--- config.mk ---
export PLATFORM = sky130hd
export DESIGN_NAME = lcg_fisher_yates_dealer_top
export DESIGN_NICKNAME = d
export VERILOG_FILES = /design/src/rtl/core/fyd_pkg.sv /design/src/rtl/core/fyd_ram.sv /design/src/rtl/core/fyd_modu.sv /design/src/rtl/core/lcg_fisher_yates_dealer_top.sv
export SDC_FILE = /design/constraint.sdc
export NUM_CORES = 1
export LEC_CHECK = 0
export BUFFER_PORTS_ARGS = -buffer_cell sky130_fd_sc_hd__buf_4
export CELL_PAD_IN_SITES_DETAIL_PLACEMENT = 1
export CELL_PAD_IN_SITES_GLOBAL_PLACEMENT = 1
export CORE_AREA = 5 5 230 232
export CTS_CLUSTER_DIAMETER = 80
export DETAILED_ROUTE_END_ITERATION = 7
export DIE_AREA = 0 0 235 237
export PLACE_DENSITY_LB_ADDON = 0.1
export SYNTH_ARGS = -nofsm -noshare
export SYNTH_HDL_FRONTEND = slang
export SYNTH_SLANG_ARGS = --single-unit
--- constraint.sdc ---
create_clock -name clk -period 18.5 [get_ports clk]
set_input_delay 3.7 -clock clk [delete_from_list [all_inputs] [get_ports clk]]
set_output_delay 3.7 -clock clk [all_outputs]
set_load 0.02 [all_outputs]
--- src/rtl/core/fyd_pkg.sv ---
// Shared constants and types for the card dealer: store size, derived widths,
// generator constants and command codes. No dependencies.
`default_nettype none
package fyd_pkg;

  localparam int STORE_ENTRIES = 52;
  localparam int IDX_W   = $clog2(STORE_ENTRIES);
  localparam int POS_W   = $clog2(STORE_ENTRIES + 1);
  localparam int ENTRY_W = 6;
  localparam int REM_W   = 6;
  localparam int SEED_W  = 32;

  localparam logic [31:0] LCG_MUL    = 32'd1664525;
  localparam logic [31:0] LCG_ADD    = 32'd1013904223;
  localparam int          DRAW_W     = 15;
  localparam int          DRAW_SHIFT = 16;
  localparam int          DCNT_W     = $clog2(DRAW_W);

  typedef enum logic [1:0] {
    FUNC_DEAL    = 2'd0,
    FUNC_SHUFFLE = 2'd1,
    FUNC_RESTORE = 2'd2,
    FUNC_RESEED  = 2'd3
  } func_t;

endpackage
`default_nettype wire

--- src/rtl/core/fyd_ram.sv ---
// Generic single-write, single-read RAM with registered read data.
// No dependencies.
`default_nettype none
module fyd_ram #(
  parameter int WIDTH = 8,
  parameter int DEPTH = 16
) (
  input  wire logic                     clk,
  input  wire logic                     we,
  input  wire logic [$clog2(DEPTH)-1:0] waddr,
  input  wire logic [WIDTH-1:0]         wdata,
  input  wire logic [$clog2(DEPTH)-1:0] raddr,
  output logic      [WIDTH-1:0]         rdata
);

  logic [WIDTH-1:0] mem_r [DEPTH];
  logic [WIDTH-1:0] rdata_r;

  always_ff @(posedge clk) begin
    if (we) begin
      mem_r[waddr] <= wdata;
    end
    rdata_r <= mem_r[raddr];
  end

  assign rdata = rdata_r;

endmodule
`default_nettype wire

--- src/rtl/core/fyd_modu.sv ---
// Bit-serial remainder unit: 15-bit draw modulo a divisor of up to POS_W bits,
// one dividend bit per cycle. Depends on fyd_pkg.
`default_nettype none
module fyd_modu (
  input  wire logic                        clk,
  input  wire logic                        rst_n,
  input  wire logic                        start,
  input  wire logic [fyd_pkg::DRAW_W-1:0]  dividend,
  input  wire logic [fyd_pkg::POS_W-1:0]   divisor,
  output logic                             done,
  output logic      [fyd_pkg::POS_W-1:0]   remainder
);

  logic [fyd_pkg::POS_W-1:0]  rem_r, rem_nxt;
  logic [fyd_pkg::POS_W-1:0]  div_r;
  logic [fyd_pkg::DRAW_W-1:0] dvd_r;
  logic [fyd_pkg::DCNT_W-1:0] cnt_r;
  logic                       run_r;
  logic                       done_r;
  logic [fyd_pkg::POS_W:0]    trial;

  // restoring step: shift in next dividend bit, subtract when it fits
  always_comb begin
    trial = {rem_r, dvd_r[fyd_pkg::DRAW_W-1]};
    if (trial >= {1'b0, div_r}) begin
      rem_nxt = fyd_pkg::POS_W'(trial - {1'b0, div_r});
    end else begin
      rem_nxt = trial[fyd_pkg::POS_W-1:0];
    end
  end

  always_ff @(posedge clk) begin
    if (!rst_n) begin
      run_r  <= 1'b0;
      done_r <= 1'b0;
      cnt_r  <= '0;
    end else begin
      done_r <= 1'b0;
      if (start) begin
        rem_r <= '0;
        div_r <= divisor;
        dvd_r <= dividend;
        cnt_r <= fyd_pkg::DCNT_W'(fyd_pkg::DRAW_W - 1);
        run_r <= 1'b1;
      end else if (run_r) begin
        rem_r <= rem_nxt;
        dvd_r <= {dvd_r[fyd_pkg::DRAW_W-2:0], 1'b0};
        if (cnt_r == '0) begin
          run_r  <= 1'b0;
          done_r <= 1'b1;
        end else begin
          cnt_r <= cnt_r - 1'b1;
        end
      end
    end
  end

  assign done      = done_r;
  assign remainder = rem_r;

endmodule
`default_nettype wire

--- src/rtl/core/lcg_fisher_yates_dealer_top.sv ---
// Card dealer: entry store in RAM, deal position, LCG and Fisher-Yates sequencer.
// Depends on fyd_pkg, fyd_ram and fyd_modu.
//
// Usage: drive in_func/in_seed_value with start; the item is taken on an edge
// where start is high and busy is low. Exactly one result follows per item, on
// out_entry/out_reshuffled/out_remaining for a single cycle with out_strobe
// high; there is no back-pressure, so the receiver must take it then.
// Reseed and restore register their result at the accepting edge and leave
// busy low; a deal holds busy through an address state, then a RAM read-data
// state, and registers its result as it returns to idle. A shuffle walks
// i = 51 down to 1; each step makes one draw, starts the remainder, waits on
// the bit-serial remainder and then makes the four RAM accesses of the swap
// (two reads, two writes).
// A deal on an exhausted store runs that shuffle first and sets out_reshuffled.
// Reset and restore put the store in identity order at once through per-entry
// valid bits (an entry not yet written reads as its own index); no sweep.
`default_nettype none
module lcg_fisher_yates_dealer_top (
  input  wire logic                          clk,
  input  wire logic                          rst_n,
  input  wire logic                          start,
  output logic                               busy,
  input  wire logic [1:0]                    in_func,
  input  wire logic [fyd_pkg::SEED_W-1:0]    in_seed_value,
  output logic                               out_strobe,
  output logic      [fyd_pkg::ENTRY_W-1:0]   out_entry,
  output logic                               out_reshuffled,
  output logic      [fyd_pkg::REM_W-1:0]     out_remaining
);

  typedef enum logic [3:0] {
    ST_IDLE,
    ST_DEAL_RD,
    ST_DEAL_WAIT,
    ST_SH_DRAW,
    ST_SH_MOD_GO,
    ST_SH_MOD_WAIT,
    ST_SH_RD_I,
    ST_SH_RD_J,
    ST_SH_WR_I,
    ST_SH_WR_J
  } state_t;

  state_t                          state_r;
  logic [fyd_pkg::POS_W-1:0]       pos_r;
  logic [31:0]                     gen_r;
  logic [fyd_pkg::IDX_W-1:0]       i_r;
  logic [fyd_pkg::IDX_W-1:0]       j_r;
  logic [fyd_pkg::ENTRY_W-1:0]     a_r;      // entry i held during swap
  logic                            resh_r;   // shuffle was forced by a deal
  logic [fyd_pkg::STORE_ENTRIES-1:0] valid_r;
  logic [fyd_pkg::IDX_W-1:0]       rd_addr_r;
  logic                            rd_valid_r;

  logic                            out_strobe_r;
  logic [fyd_pkg::ENTRY_W-1:0]     out_entry_r;
  logic                            out_resh_r;
  logic [fyd_pkg::REM_W-1:0]       out_rem_r;

  logic [fyd_pkg::IDX_W-1:0]       raddr;
  logic [fyd_pkg::ENTRY_W-1:0]     rdata;
  logic [fyd_pkg::ENTRY_W-1:0]     rd_val;
  logic                            we;
  logic [fyd_pkg::IDX_W-1:0]       waddr;
  logic [fyd_pkg::ENTRY_W-1:0]     wdata;
  logic                            mod_start;
  logic                            mod_done;
  logic [fyd_pkg::POS_W-1:0]       mod_rem;
  logic [15:0]                     left_after_deal;
  fyd_pkg::func_t                  func;

  assign func = fyd_pkg::func_t'(in_func);

  // read address per state
  always_comb begin
    case (state_r)
      ST_DEAL_RD: raddr = pos_r[fyd_pkg::IDX_W-1:0];
      ST_SH_RD_J: raddr = j_r;
      default:    raddr = i_r;
    endcase
  end

  // swap write-back: entry j goes to i, held entry i goes to j
  always_comb begin
    we    = (state_r == ST_SH_WR_I) || (state_r == ST_SH_WR_J);
    waddr = (state_r == ST_SH_WR_I) ? i_r : j_r;
    wdata = (state_r == ST_SH_WR_I) ? rd_val : a_r;
  end

  // never-written entries read as their own index
  assign rd_val    = rd_valid_r ? rdata : fyd_pkg::ENTRY_W'(rd_addr_r);
  assign mod_start = (state_r == ST_SH_MOD_GO);

  // entries left once the deal completes
  assign left_after_deal = 16'(fyd_pkg::STORE_ENTRIES) - 16'(pos_r) - 16'd1;

  fyd_ram #(
    .WIDTH (fyd_pkg::ENTRY_W),
    .DEPTH (fyd_pkg::STORE_ENTRIES)
  ) u_store (
    .clk   (clk),
    .we    (we),
    .waddr (waddr),
    .wdata (wdata),
    .raddr (raddr),
    .rdata (rdata)
  );

  fyd_modu u_modu (
    .clk       (clk),
    .rst_n     (rst_n),
    .start     (mod_start),
    .dividend  (gen_r[fyd_pkg::DRAW_SHIFT +: fyd_pkg::DRAW_W]),
    .divisor   (fyd_pkg::POS_W'(i_r) + fyd_pkg::POS_W'(1)),
    .done      (mod_done),
    .remainder (mod_rem)
  );

  always_ff @(posedge clk) begin
    rd_addr_r  <= raddr;
    rd_valid_r <= valid_r[raddr];
    if (!rst_n) begin
      state_r      <= ST_IDLE;
      pos_r        <= '0;
      gen_r        <= 32'd1;
      valid_r      <= '0;
      resh_r       <= 1'b0;
      out_strobe_r <= 1'b0;
    end else begin
      out_strobe_r <= 1'b0;
      unique case (state_r)
        ST_IDLE: begin
          if (start) begin
            unique case (func)
              fyd_pkg::FUNC_DEAL: begin
                if (pos_r == fyd_pkg::POS_W'(fyd_pkg::STORE_ENTRIES)) begin
                  resh_r  <= 1'b1;
                  i_r     <= fyd_pkg::IDX_W'(fyd_pkg::STORE_ENTRIES - 1);
                  state_r <= ST_SH_DRAW;
                end else begin
                  resh_r  <= 1'b0;
                  state_r <= ST_DEAL_RD;
                end
              end
              fyd_pkg::FUNC_SHUFFLE: begin
                resh_r  <= 1'b0;
                i_r     <= fyd_pkg::IDX_W'(fyd_pkg::STORE_ENTRIES - 1);
                state_r <= ST_SH_DRAW;
              end
              fyd_pkg::FUNC_RESTORE: begin
                valid_r      <= '0;
                pos_r        <= '0;
                out_strobe_r <= 1'b1;
                out_entry_r  <= '0;
                out_resh_r   <= 1'b0;
                out_rem_r    <= fyd_pkg::REM_W'(fyd_pkg::STORE_ENTRIES);
              end
              fyd_pkg::FUNC_RESEED: begin
                gen_r        <= in_seed_value;
                out_strobe_r <= 1'b1;
                out_entry_r  <= '0;
                out_resh_r   <= 1'b0;
                out_rem_r    <= fyd_pkg::REM_W'(16'(fyd_pkg::STORE_ENTRIES)
                                                - 16'(pos_r));
              end
            endcase
          end
        end
        ST_DEAL_RD: begin
          state_r <= ST_DEAL_WAIT;
        end
        ST_DEAL_WAIT: begin
          pos_r        <= pos_r + 1'b1;
          out_strobe_r <= 1'b1;
          out_entry_r  <= rd_val;
          out_resh_r   <= resh_r;
          out_rem_r    <= left_after_deal[fyd_pkg::REM_W-1:0];
          state_r      <= ST_IDLE;
        end
        ST_SH_DRAW: begin
          gen_r   <= gen_r * fyd_pkg::LCG_MUL + fyd_pkg::LCG_ADD;
          state_r <= ST_SH_MOD_GO;
        end
        ST_SH_MOD_GO: begin
          state_r <= ST_SH_MOD_WAIT;
        end
        ST_SH_MOD_WAIT: begin
          if (mod_done) begin
            j_r     <= mod_rem[fyd_pkg::IDX_W-1:0];
            state_r <= ST_SH_RD_I;
          end
        end
        ST_SH_RD_I: begin
          state_r <= ST_SH_RD_J;
        end
        ST_SH_RD_J: begin
          a_r     <= rd_val;
          state_r <= ST_SH_WR_I;
        end
        ST_SH_WR_I: begin
          valid_r[i_r] <= 1'b1;
          state_r      <= ST_SH_WR_J;
        end
        ST_SH_WR_J: begin
          valid_r[j_r] <= 1'b1;
          if (i_r == fyd_pkg::IDX_W'(1)) begin
            pos_r <= '0;
            if (resh_r) begin
              state_r <= ST_DEAL_RD;
            end else begin
              out_strobe_r <= 1'b1;
              out_entry_r  <= '0;
              out_resh_r   <= 1'b0;
              out_rem_r    <= fyd_pkg::REM_W'(fyd_pkg::STORE_ENTRIES);
              state_r      <= ST_IDLE;
            end
          end else begin
            i_r     <= i_r - 1'b1;
            state_r <= ST_SH_DRAW;
          end
        end
        default: begin
          state_r <= ST_IDLE;
        end
      endcase
    end
  end

  assign busy           = (state_r != ST_IDLE);
  assign out_strobe     = out_strobe_r;
  assign out_entry      = out_entry_r;
  assign out_reshuffled = out_resh_r;
  assign out_remaining  = out_rem_r;

endmodule
`default_nettype wire

# Yosys cells after proc, flatten, opt, wreduce, memory -nomap -nowiden

Memories as Yosys holds them, arrays and structs flattened. A register that Yosys moved wholly into a read port is not among the register bits.
Index checks and enable logic that the tools add are counted.

Flip-flop bits (word level): 167
Bits in latches: 0
Bits in writable memories: 312
Bits in read-only memories: 0
Input bits: 37
Output and inout bits: 15
Word-level logic and storage cells: 165
Memories: 1

Memory list:

| memory        | depth | width | read ports | clocked after Yosys merged registers in | wr ports | RTL line      | RTL |
|---|---|---|---|---|---|---|---|
| u_store.mem_r | 52    | 6     | 1          | 1                                       | 1        | fyd_ram.sv:16 | `logic [WIDTH-1:0] mem_r [DEPTH];` |

$add $sub $neg: 8
Multiply operators: 1
Div/mod/pow operators: 0
$lt $le $gt $ge: 6
Equality and inequality tests: 26
Shift operators: 0
Mux-type cells: 67
Bitwise operators: 5
Reduce and logical (&&, ||, !) cells: 30

Operators by type and width:

| cell                   | number |
|---|---|
| $pmux 52 s3            | 1 |
| $mux 6                 | 18 |
| $mux 52                | 2 |
| $or 52x52->52          | 2 |
| $mux 32                | 2 |
| $pmux 32 s2            | 1 |
| $pmux 6 s3             | 3 |
| $pmux 6 s2             | 4 |
| $pmux 4 s9             | 1 |
| $add 32x30->32 const B | 1 |
| $mul 32x21->32 const B | 1 |
| $mux 15                | 2 |
| $mux 4                 | 6 |
| $lt 6x7->1 const B     | 3 |
| $mux 1                 | 19 |
| $reduce_and 6->1       | 3 |
| $eq 4x3->1 const B     | 4 |
| $reduce_and 3->1       | 5 |
| $add 6x1->6 const B    | 2 |
| $demux 1 s6            | 2 |
| $ge 6x1->1 const B     | 2 |
| $sub 6x1->6 const B    | 2 |
| $ne 2x2->1 const B     | 5 |
| $reduce_and 2->1       | 5 |
| 30 further kinds       | 47 |

# Logic depth before layout (Yosys ltp)

Gate-level depths: netlist of run 1.

Depth in word-level cells: 6
Depth in mapped cells: 23
Depth with buffers taken out: 23

# Hierarchy

Synthesis of run 1 repeated with hierarchy kept, for this count alone.

Cells, all modules: 2209
Area total of the unflattened synthesis: 27331.2 µm²

By module, submodules not included:

| module                      | times used | cells an instance | area each (µm²) | sequential area each (µm²) |
|---|---|---|---|---|
| lcg_fisher_yates_dealer_top | 1          | 1490              | 13289.0         | 2972.9 |
| fyd_ram                     | 1          | 596               | 12399.4         | 9489.1 |
| fyd_modu                    | 1          | 123               | 1642.8          | 930.9 |

# Worst setup path before layout of run 1

No wires, ideal clock.

Kind: flip-flop to flip-flop
From: register gen_r[1]
To: register gen_r[28]
Setup time: 0.062 ns
Data arrival time: 6.198 ns
Required time: 18.438 ns
Slack: 12.240 ns
Stages on the path, launching flop included: 23
Path buffers: 0
Clock period less this slack: 6.260 ns
Path through: dfxtp_1 inv_1 ha_1 xnor2_1 ha_1 fa_1 inv_1 fa_1 inv_1 fa_1 fa_1 inv_1 fa_1 inv_1 ha_1 a21oi_1 o21ai_0 a2111oi_0 o21a_1 o31a_1 o21a_1 or4b_1 nand3_1

Longest elaborated chain between the ends: 3

RTL lines:

| what                   | RTL line                           | RTL |
|---|---|---|
| start, declared        | lcg_fisher_yates_dealer_top.sv:46  | `logic [31:0] gen_r;` |
| start signal, assigned | lcg_fisher_yates_dealer_top.sv:159 | `gen_r <= in_seed_value;` |
| start signal, assigned | lcg_fisher_yates_dealer_top.sv:181 | `gen_r <= gen_r * fyd_pkg::LCG_MUL + fyd_pkg::LCG_ADD;` |
| $mul 32x21->32         | lcg_fisher_yates_dealer_top.sv:181 |  |
| $add 32x30->32         | lcg_fisher_yates_dealer_top.sv:181 |  |
| $pmux 32 s2            | lcg_fisher_yates_dealer_top.sv:131 | `unique case (state_r)` |

No other way between the ends.
A chain may end at the register's enable or synchronous reset.

# Worst setup path in the final report of run 1

Ends and elaborated chain as after synthesis.

==> impl_metrics.yaml, run 1 <==
place:
  place_area_mm2: 0.0290
  routabilityCongestion: 0.912
  hpwl_um: 54700
  numPortBuffers: 50
  place_ws_ps: 11100
  placed_cells: 3210
critical_path:
  path_class: "reg2reg"
  critPathRequiredTime_ps: 19060
  worstPathArrival_ps: 8060
  worst_path_largest_cell_delay_ps: 660
  critPathSlowestCell: "dfxtp_1"
  worst-r2r-setup-slack_ps: 11000
  r2r_start: "gen_r[1]$_SDFFE_PN0P_"
  cp_cell_sequence: "inv_1, ha_1, xnor2_1, ha_1, fa_1, inv_1, fa_1, inv_1, fa_1, fa_1, inv_1, fa_1, inv_1, ha_1, a21oi_1, o21ai_0, a2111oi_0, o21a_1, o31a_1, o21a_1, or4b_1, nand3_1"
  cp-start-kind: "flop"
  r2r_end: "gen_r[28]$_SDFFE_PN0P_"
  cp_max_fo: 11
  r2r_cells: 22
  crit_path_end_kind: "flop"
die:
  rows: 83
  die_x_um: 235
  die-area_mm2: 0.0557
  start_util_pct: 55.1
  num_io_pins: 52
  core_region_area_mm2: 0.0508
  die_y_um: 237
clocking:
  cts-hold-fix-buffers: 0
  cts_resized: 0
  cts_buffer_depth: 3
  post_cts_buffers: 0
  cts_root_buf: "clkbuf_16"
  clock_sinks: 484
  cts_tree: "built"
  clk_pin_slew_ps: 60
  clkLatencyLatePin_ps: 620
  numCtsBuffers: 53
  htreeDepth: 2
synth:
  syn-num-nets: 2909
  synth.distinct_cells: 76
  synthCells: 2571
  yosys.area_share.simple_pct: 11.2
  syn-cell-area_mm2: 0.0280
  yosys_warnings: 0
  synthAdderAreaFrac_pct: 17.0
  synth_compound_area_share_pct: 9.45
  synthMuxAreaShare_pct: 6.76
  synth_xor_xnor_area_share_pct: 1.88
  ys_seq_area_share_pct: 47.8
  async_flop_share_pct: 0
  synth_edf_count: 370
  syn_avg_cell_area_um2: 10.9
  synth_flop_cell: "edfxtp_1"
  synth_seq_cells: 484
  synth_top_family_by_area: "adder cells"
power_and_ir_drop:
  intPower_mw: 2.29
  combPwrFrac_pct: 39.0
  p_leak_nw: 11.9
  vdd_drop_max_v: 0.0000976
  pwr-share-seq_pct: 32.6
  netSwitchingPower_mw: 1.34
  power_density_mw_per_mm2: 118
  p_total_mw: 3.64
  switching_share_pct: 37.0
  pwr-share-clk_pct: 28.4
finish:
  layout.cells.non_filler: 3310
  antenna_cells: 0
  final_layout_size_suffix_gt1_share_pct: 7.57
  design_area_mm2: 0.0307
  finalCoreUtilization_pct: 60.4
  fin_nets: 2923
  area_growth_pct: 9.57
sta:
  setup_slack_ps: 11000
  finalCritPeriodShare_pct: 40.6
  timing.hold.ws_ps: 460
  min_period_ps: 7500
  drv_slew: 0
  fmax_mhz: 133
  setup_viol: 0
  worst_pin_slew_ps: 1350
  rsz0062_at_grt: "false"
  clock_skew_ps: 23.3
  finalHoldViolations: 0
  slew_headroom_pct: 9.18
  tns_ps: 0
detailed_routing:
  wire_per_inst_um: 23.5
  viasPerCell: 5.97
  drtAntennaViolNets: 0
  drtIter0Drc: 1470
  drtPass1Iterations: 5
  routed_wl_um: 77900
  route.detailed.drc: 0
  routed-via-count: 19800
grt:
  grt_pass1_vias: 21400
  grt_max_degree: 143
  grt_util_met2_pct: 47.9
  gr-usage-met1_pct: 36.9
  gr-usage-all-layers_pct: 27.7
  grt_pass1_wl_um: 123000
  grtUsageMet3_pct: 4.46
  grt-busiest-layer: "met2"
  antenna_found_initial: 0
  grt_overflow_total: 0
run_status:
  status: "completed"
job:
  cap_viol_max_count: 0
worst_hold_path:
  holdPathStages: 0
  hold_path_class: "reg2reg"
  holdCritStartpoint: "u_modu.remainder[5]$_SDFFCE_PP0P_"
  worstHoldEndpoint: "j_r[5]$_DFFE_PP_"
-- worst max-delay path by stage --
stage	start	to	slack (ps)
6_report	gen_r[1]$_SDFFE_PN0P_	gen_r[28]$_SDFFE_PN0P_	11000
5_1_grt	gen_r[1]$_SDFFE_PN0P_	gen_r[28]$_SDFFE_PN0P_	10690
4_1_cts	gen_r[1]$_SDFFE_PN0P_	gen_r[28]$_SDFFE_PN0P_	11090
3_5_place_dp	gen_r[1]$_SDFFE_PN0P_	gen_r[28]$_SDFFE_PN0P_	11100
3_3_place_gp	gen_r[1]$_SDFFE_PN0P_	gen_r[28]$_SDFFE_PN0P_	11360
2_1_floorplan	gen_r[1]$_SDFFE_PN0P_	gen_r[28]$_SDFFE_PN0P_	12240
-- logic make-up after synthesis --
| group | count (synthesis) |
|---|---|
| and+or+nand+nor | 704 |
| DFF | 484 |
| AOI/OAI and AO/OA | 424 |
| buffers and inverters | 410 |
| adders and majority gates | 301 |
| muxes | 188 |
| xor gates and xnor gates | 60 |
-- layout make-up --
class	count	area, um2
Multi-Input combinational cell	1677	13100
Inverter	296	1110
Sequential cell	484	13400
Timing Repair Buffer	73	561
Clock buffer	70	1430
Fill cell	5305	20100
Tap cell	680	851
Clock inverter	30	258
-- worst max-delay path, delay by kind of cell (launching register included) --
family | cells | cell delay, ps
DFF | 1 | 660
AOI/OAI and AO/OA | 6 | 1560
and+or+nand+nor | 2 | 590
xor gates and xnor gates | 1 | 260
buffers and inverters | 5 | 560
adders and majority gates | 8 | 3830
-- power groups by stage --
stage | clock network, mW | logic [mW] | registers, mW
2_1_floorplan | 0 | 1.04 | 1.20
3_3_place_gp | 0 | 1.33 | 1.21
3_5_place_dp | 0 | 1.41 | 1.21
4_1_cts | 1.04 | 1.42 | 1.19
5_1_grt | 1.10 | 1.60 | 1.19
6_report | 1.03 | 1.42 | 1.19
-- Yosys cell counts (9+ instances only) --
library cell    n  area, um2
a211oi_1       10       75.1
a21oi_1       151        756
a31oi_1        11       68.8
and2_1          9       56.3
and3_1         14       87.6
buf_2          29        145
buf_4          21        158
clkbuf_1       55        206
dfxtp_1       114       2280
edfxtp_1      370      11100
fa_1          131       2620
ha_1          170       2130
inv_1         292       1100
mux2i_1       180       1800
nand2_1       307       1150
nand2b_1       15       93.8
nand3_1        76        380
nand4_1        24        150
nor2_1        186        698
nor2b_1        12       75.1
nor3_1         17       85.1
o211a_1        11        110
o211ai_1       11       82.6
o21a_1         11       82.6
o21ai_0        82        410
o22ai_1        54        338
or3_1           9       56.3
xnor2_1        45        394
xor2_1         15        131
-- per-layer routing --
metal	up-vias	part of all wire (%)
met1	10000	43
met5	-	0
li1	8994	-
met2	613	49
met4	0	2.6
met3	146	5.9
-- layout by cell type, fill, tap and decap left out, types with 12 or more instances in the layout --
cell type | Yosys | final
edfxtp_1 | 370 | 370
buf_4 | 21 | 72
a21oi_1 | 151 | 145
and3_1 | 14 | 14
ha_1 | 170 | 170
nand2_1 | 307 | 307
nand3_1 | 76 | 75
dfxtp_1 | 114 | 114
xor2_1 | 15 | 15
nor2b_1 | 12 | 12
nor3_1 | 17 | 16
nand2b_1 | 15 | 15
inv_1 | 292 | 292
clkbuf_1 | 55 | 13
o22ai_1 | 54 | 53
mux2i_1 | 180 | 180
clkbuf_16 | 0 | 53
nand4_1 | 24 | 24
o21ai_0 | 82 | 82
xnor2_1 | 45 | 45
fa_1 | 131 | 131
nor2_1 | 186 | 185
-- registers in the layout, summed over array words and instances (netlist names), 15 cells and up --
signal         count
gen_r             31
u_modu.dvd_r      15
u_store.mem_r    312
valid_r           52
Note: power is estimated with default switching activity, not from simulation.
==> run 2, diff against run 1 <==
--- a/config.mk
+++ b/config.mk
@@ -8,10 +8,10 @@
 export BUFFER_PORTS_ARGS = -buffer_cell sky130_fd_sc_hd__buf_4
 export CELL_PAD_IN_SITES_DETAIL_PLACEMENT = 1
 export CELL_PAD_IN_SITES_GLOBAL_PLACEMENT = 1
-export CORE_AREA = 5 5 230 232
+export CORE_AREA = 5 5 251 253
 export CTS_CLUSTER_DIAMETER = 80
 export DETAILED_ROUTE_END_ITERATION = 7
-export DIE_AREA = 0 0 235 237
+export DIE_AREA = 0 0 256 258
 export PLACE_DENSITY_LB_ADDON = 0.1
 export SYNTH_ARGS = -nofsm -noshare
 export SYNTH_HDL_FRONTEND = slang
==> constraint.sdc (replaced) <==
create_clock -name clk -period 6.4 [get_ports clk]
set_input_delay 1.28 -clock clk [delete_from_list [all_inputs] [get_ports clk]]
set_output_delay 1.28 -clock clk [all_outputs]
set_load 0.02 [all_outputs]
==> run 2 against run 1 <==
  * Utilization is 9.1 points lower
  * Sequential share of layout area is 0.69 points lower
  * Highest routed layer unchanged
  * Clock power grew to 3.0 times the previous value
  * Die area is 19% higher
  * Fmax is 21% higher
  * Design area is 1.6% higher
  * First-iteration DRC count is 21% lower
  * Global-route usage is 4.3 points lower
==> impl_metrics.yaml, run 2 (synthesis results as in run 1) <==
die:
  die_x_um: 256
  start_util_pct: 46.1
  num_io_pins: 52
  die-area_mm2: 0.0660
  rows: 91
  die_y_um: 258
  core_region_area_mm2: 0.0608
sta:
  finalCritPeriodShare_pct: 97.1
  worst_pin_slew_ps: 1170
  clock_skew_ps: 24.8
  timing.hold.ws_ps: 465
  finalHoldViolations: 0
  setup_viol: 0
  min_period_ps: 6220
  drv_slew: 0
  rsz0062_at_grt: "true"
  fmax_mhz: 161
  slew_headroom_pct: 21.4
critical_path:
  path_class: "reg2reg"
  crit_path_end_kind: "flop"
  worst_path_most_repeated_cell: "fa_1"
  worstPathArrival_ps: 6770
  critPathRequiredTime_ps: 6960
  cp_max_fo: 6
  critPathSlowestCell: "fa_1"
  cp_cell_sequence: "buf_4, ha_1, ha_1, fa_1, fa_1, inv_1, fa_1, inv_1, fa_1, inv_1, fa_1, inv_1, ha_1, and4_4, o211ai_1, o21a_1, o31a_1, o21a_1, or4b_1, nand3_1"
  cp-start-kind: "flop"
  worst_path_largest_cell_delay_ps: 550
detailed_routing:
  met2_length_um: 38100
  routed_wl_um: 78900
  drtIter0Drc: 1167
  drtPass1Iterations: 5
  viasPerCell: 5.65
  dr_wl_met3_um: 3260
  route.detailed.drc: 0
  wire_per_inst_um: 22.9
  wl_met1_um: 35900
  routed-via-count: 19500
  routed.top_layer: "met4"
  drtAntennaViolNets: 0
worst_hold_path:
  hold_path_class: "reg2reg"
grt:
  antenna_found_initial: 0
  grt_pass1_vias: 20700
  grt_max_degree: 85
  grt_pass1_wl_um: 123000
  grt_overflow_total: 0
  gr-usage-all-layers_pct: 23.5
finish:
  final_cell_mix: "370 x edfxtp_1, 307 x nand2_1, 292 x inv_1, 185 x nor2_1, 180 x mux2i_1"
  finalCoreUtilization_pct: 51.3
  layout_commonest_cell: "edfxtp_1"
  fin_nets: 2953
  reg.largest.list: "u_store.mem_r x312, valid_r x52, gen_r x31"
  final_layout_size_suffix_gt1_share_pct: 8.94
  area_growth_pct: 11.3
  regMostFlops: "u_store.mem_r"
  largest_reg_flops: 312
power_and_ir_drop:
  p_leak_nw: 12.1
  p_total_mw: 10.8
  power_density_mw_per_mm2: 346
  vdd_drop_max_v: 0.000232
clocking:
  htreeDepth: 2
  cts_tree: "built"
  cts-hold-fix-buffers: 0
  clkLatencyLatePin_ps: 630
  numCtsBuffers: 56
  clk_pin_slew_ps: 60
  cts_root_buf: "clkbuf_16"
  cts_buffer_depth: 3
  clock_sinks: 484
job:
  cap_viol_max_count: 0
place:
  numPortBuffers: 50
  routabilityCongestion: 0.868
  hpwl_um: 56400
run_status:
  status: "completed"
-- run 2: changes by cell type in the layout (fill, tap and decap cells not counted), sizes merged --
cell      change
clkinv        +3
clkbuf        -2
buf          +27
bufinv        +2
diode         +1
clkinvlp      -1
inv           +3
-- run 2: through the flow --
step	std cells	setup TNS (ps)	setup WS [ps]	instance area [um2]
after global routing	3452	-37.8	-37.8	31200
after detailed placement	3347	0	60.1	29400
after CTS	3452	0	22.6	31200
after floorplan	2571	0	140	28000
after global placement	3347	0	106	29400
final	3453	0	183	31200
-- run 2: final cells by class --
| type | instances | area (um2) |
|---|---|---|
| Antenna cell | 1 | 2.50 |
| Sequential cell | 484 | 13400 |
| Inverter | 296 | 1110 |
| Fill cell | 6455 | 29600 |
| Multi-Input combinational cell | 1677 | 13100 |
| Clock inverter | 37 | 334 |
| Clock buffer | 68 | 1460 |
| Tap cell | 790 | 988 |
| Timing Repair Buffer | 100 | 788 |
-- run 2: final timing paths --
kind                                      from                endpoint  slack [ps]  cells after the start
max                      gen_r[4]$_SDFFE_PN0P_  gen_r[28]$_SDFFE_PN0P_         180                     20
min          u_modu.remainder[5]$_SDFFCE_PP0P_        j_r[5]$_DFFE_PP_         460                      0
max reg2reg              gen_r[4]$_SDFFE_PN0P_  gen_r[28]$_SDFFE_PN0P_         180                     20
min reg2reg  u_modu.remainder[5]$_SDFFCE_PP0P_        j_r[5]$_DFFE_PP_         460                      0
-- run 2: power by group --
part / total, mW / internal, mW / switching, mW
logic: 4.24 / 1.70 / 2.54
clock network: 3.13 / 1.79 / 1.34
registers: 3.42 / 3.38 / 0.0419
total: 10.8 / 6.87 / 3.92
-- run 2: worst max-delay path: cells and delay by family, from the launching register on --
kind / cells / cell delay, ps
adders and majority gates: 8 / 3580
AOI/OAI and AO/OA: 4 / 1030
and+or+nand+nor: 3 / 850
buffers and inverters: 5 / 350
DFF: 1 / 320
-- run 2: repair_timing --
action,CTS,global route
buffers inserted,0,0
endpoints found under the setup margin,1,3
hold endpoints to repair,0,0
pin swaps,0,3
gates resized for setup,1,10
-- run 2: layer usage --
metal	vias to the layer above	track usage, %
met5	-	0
met4	0	5.16
met3	96	3.08
met2	418	39.9
met1	9934	32.6
li1	9057	-
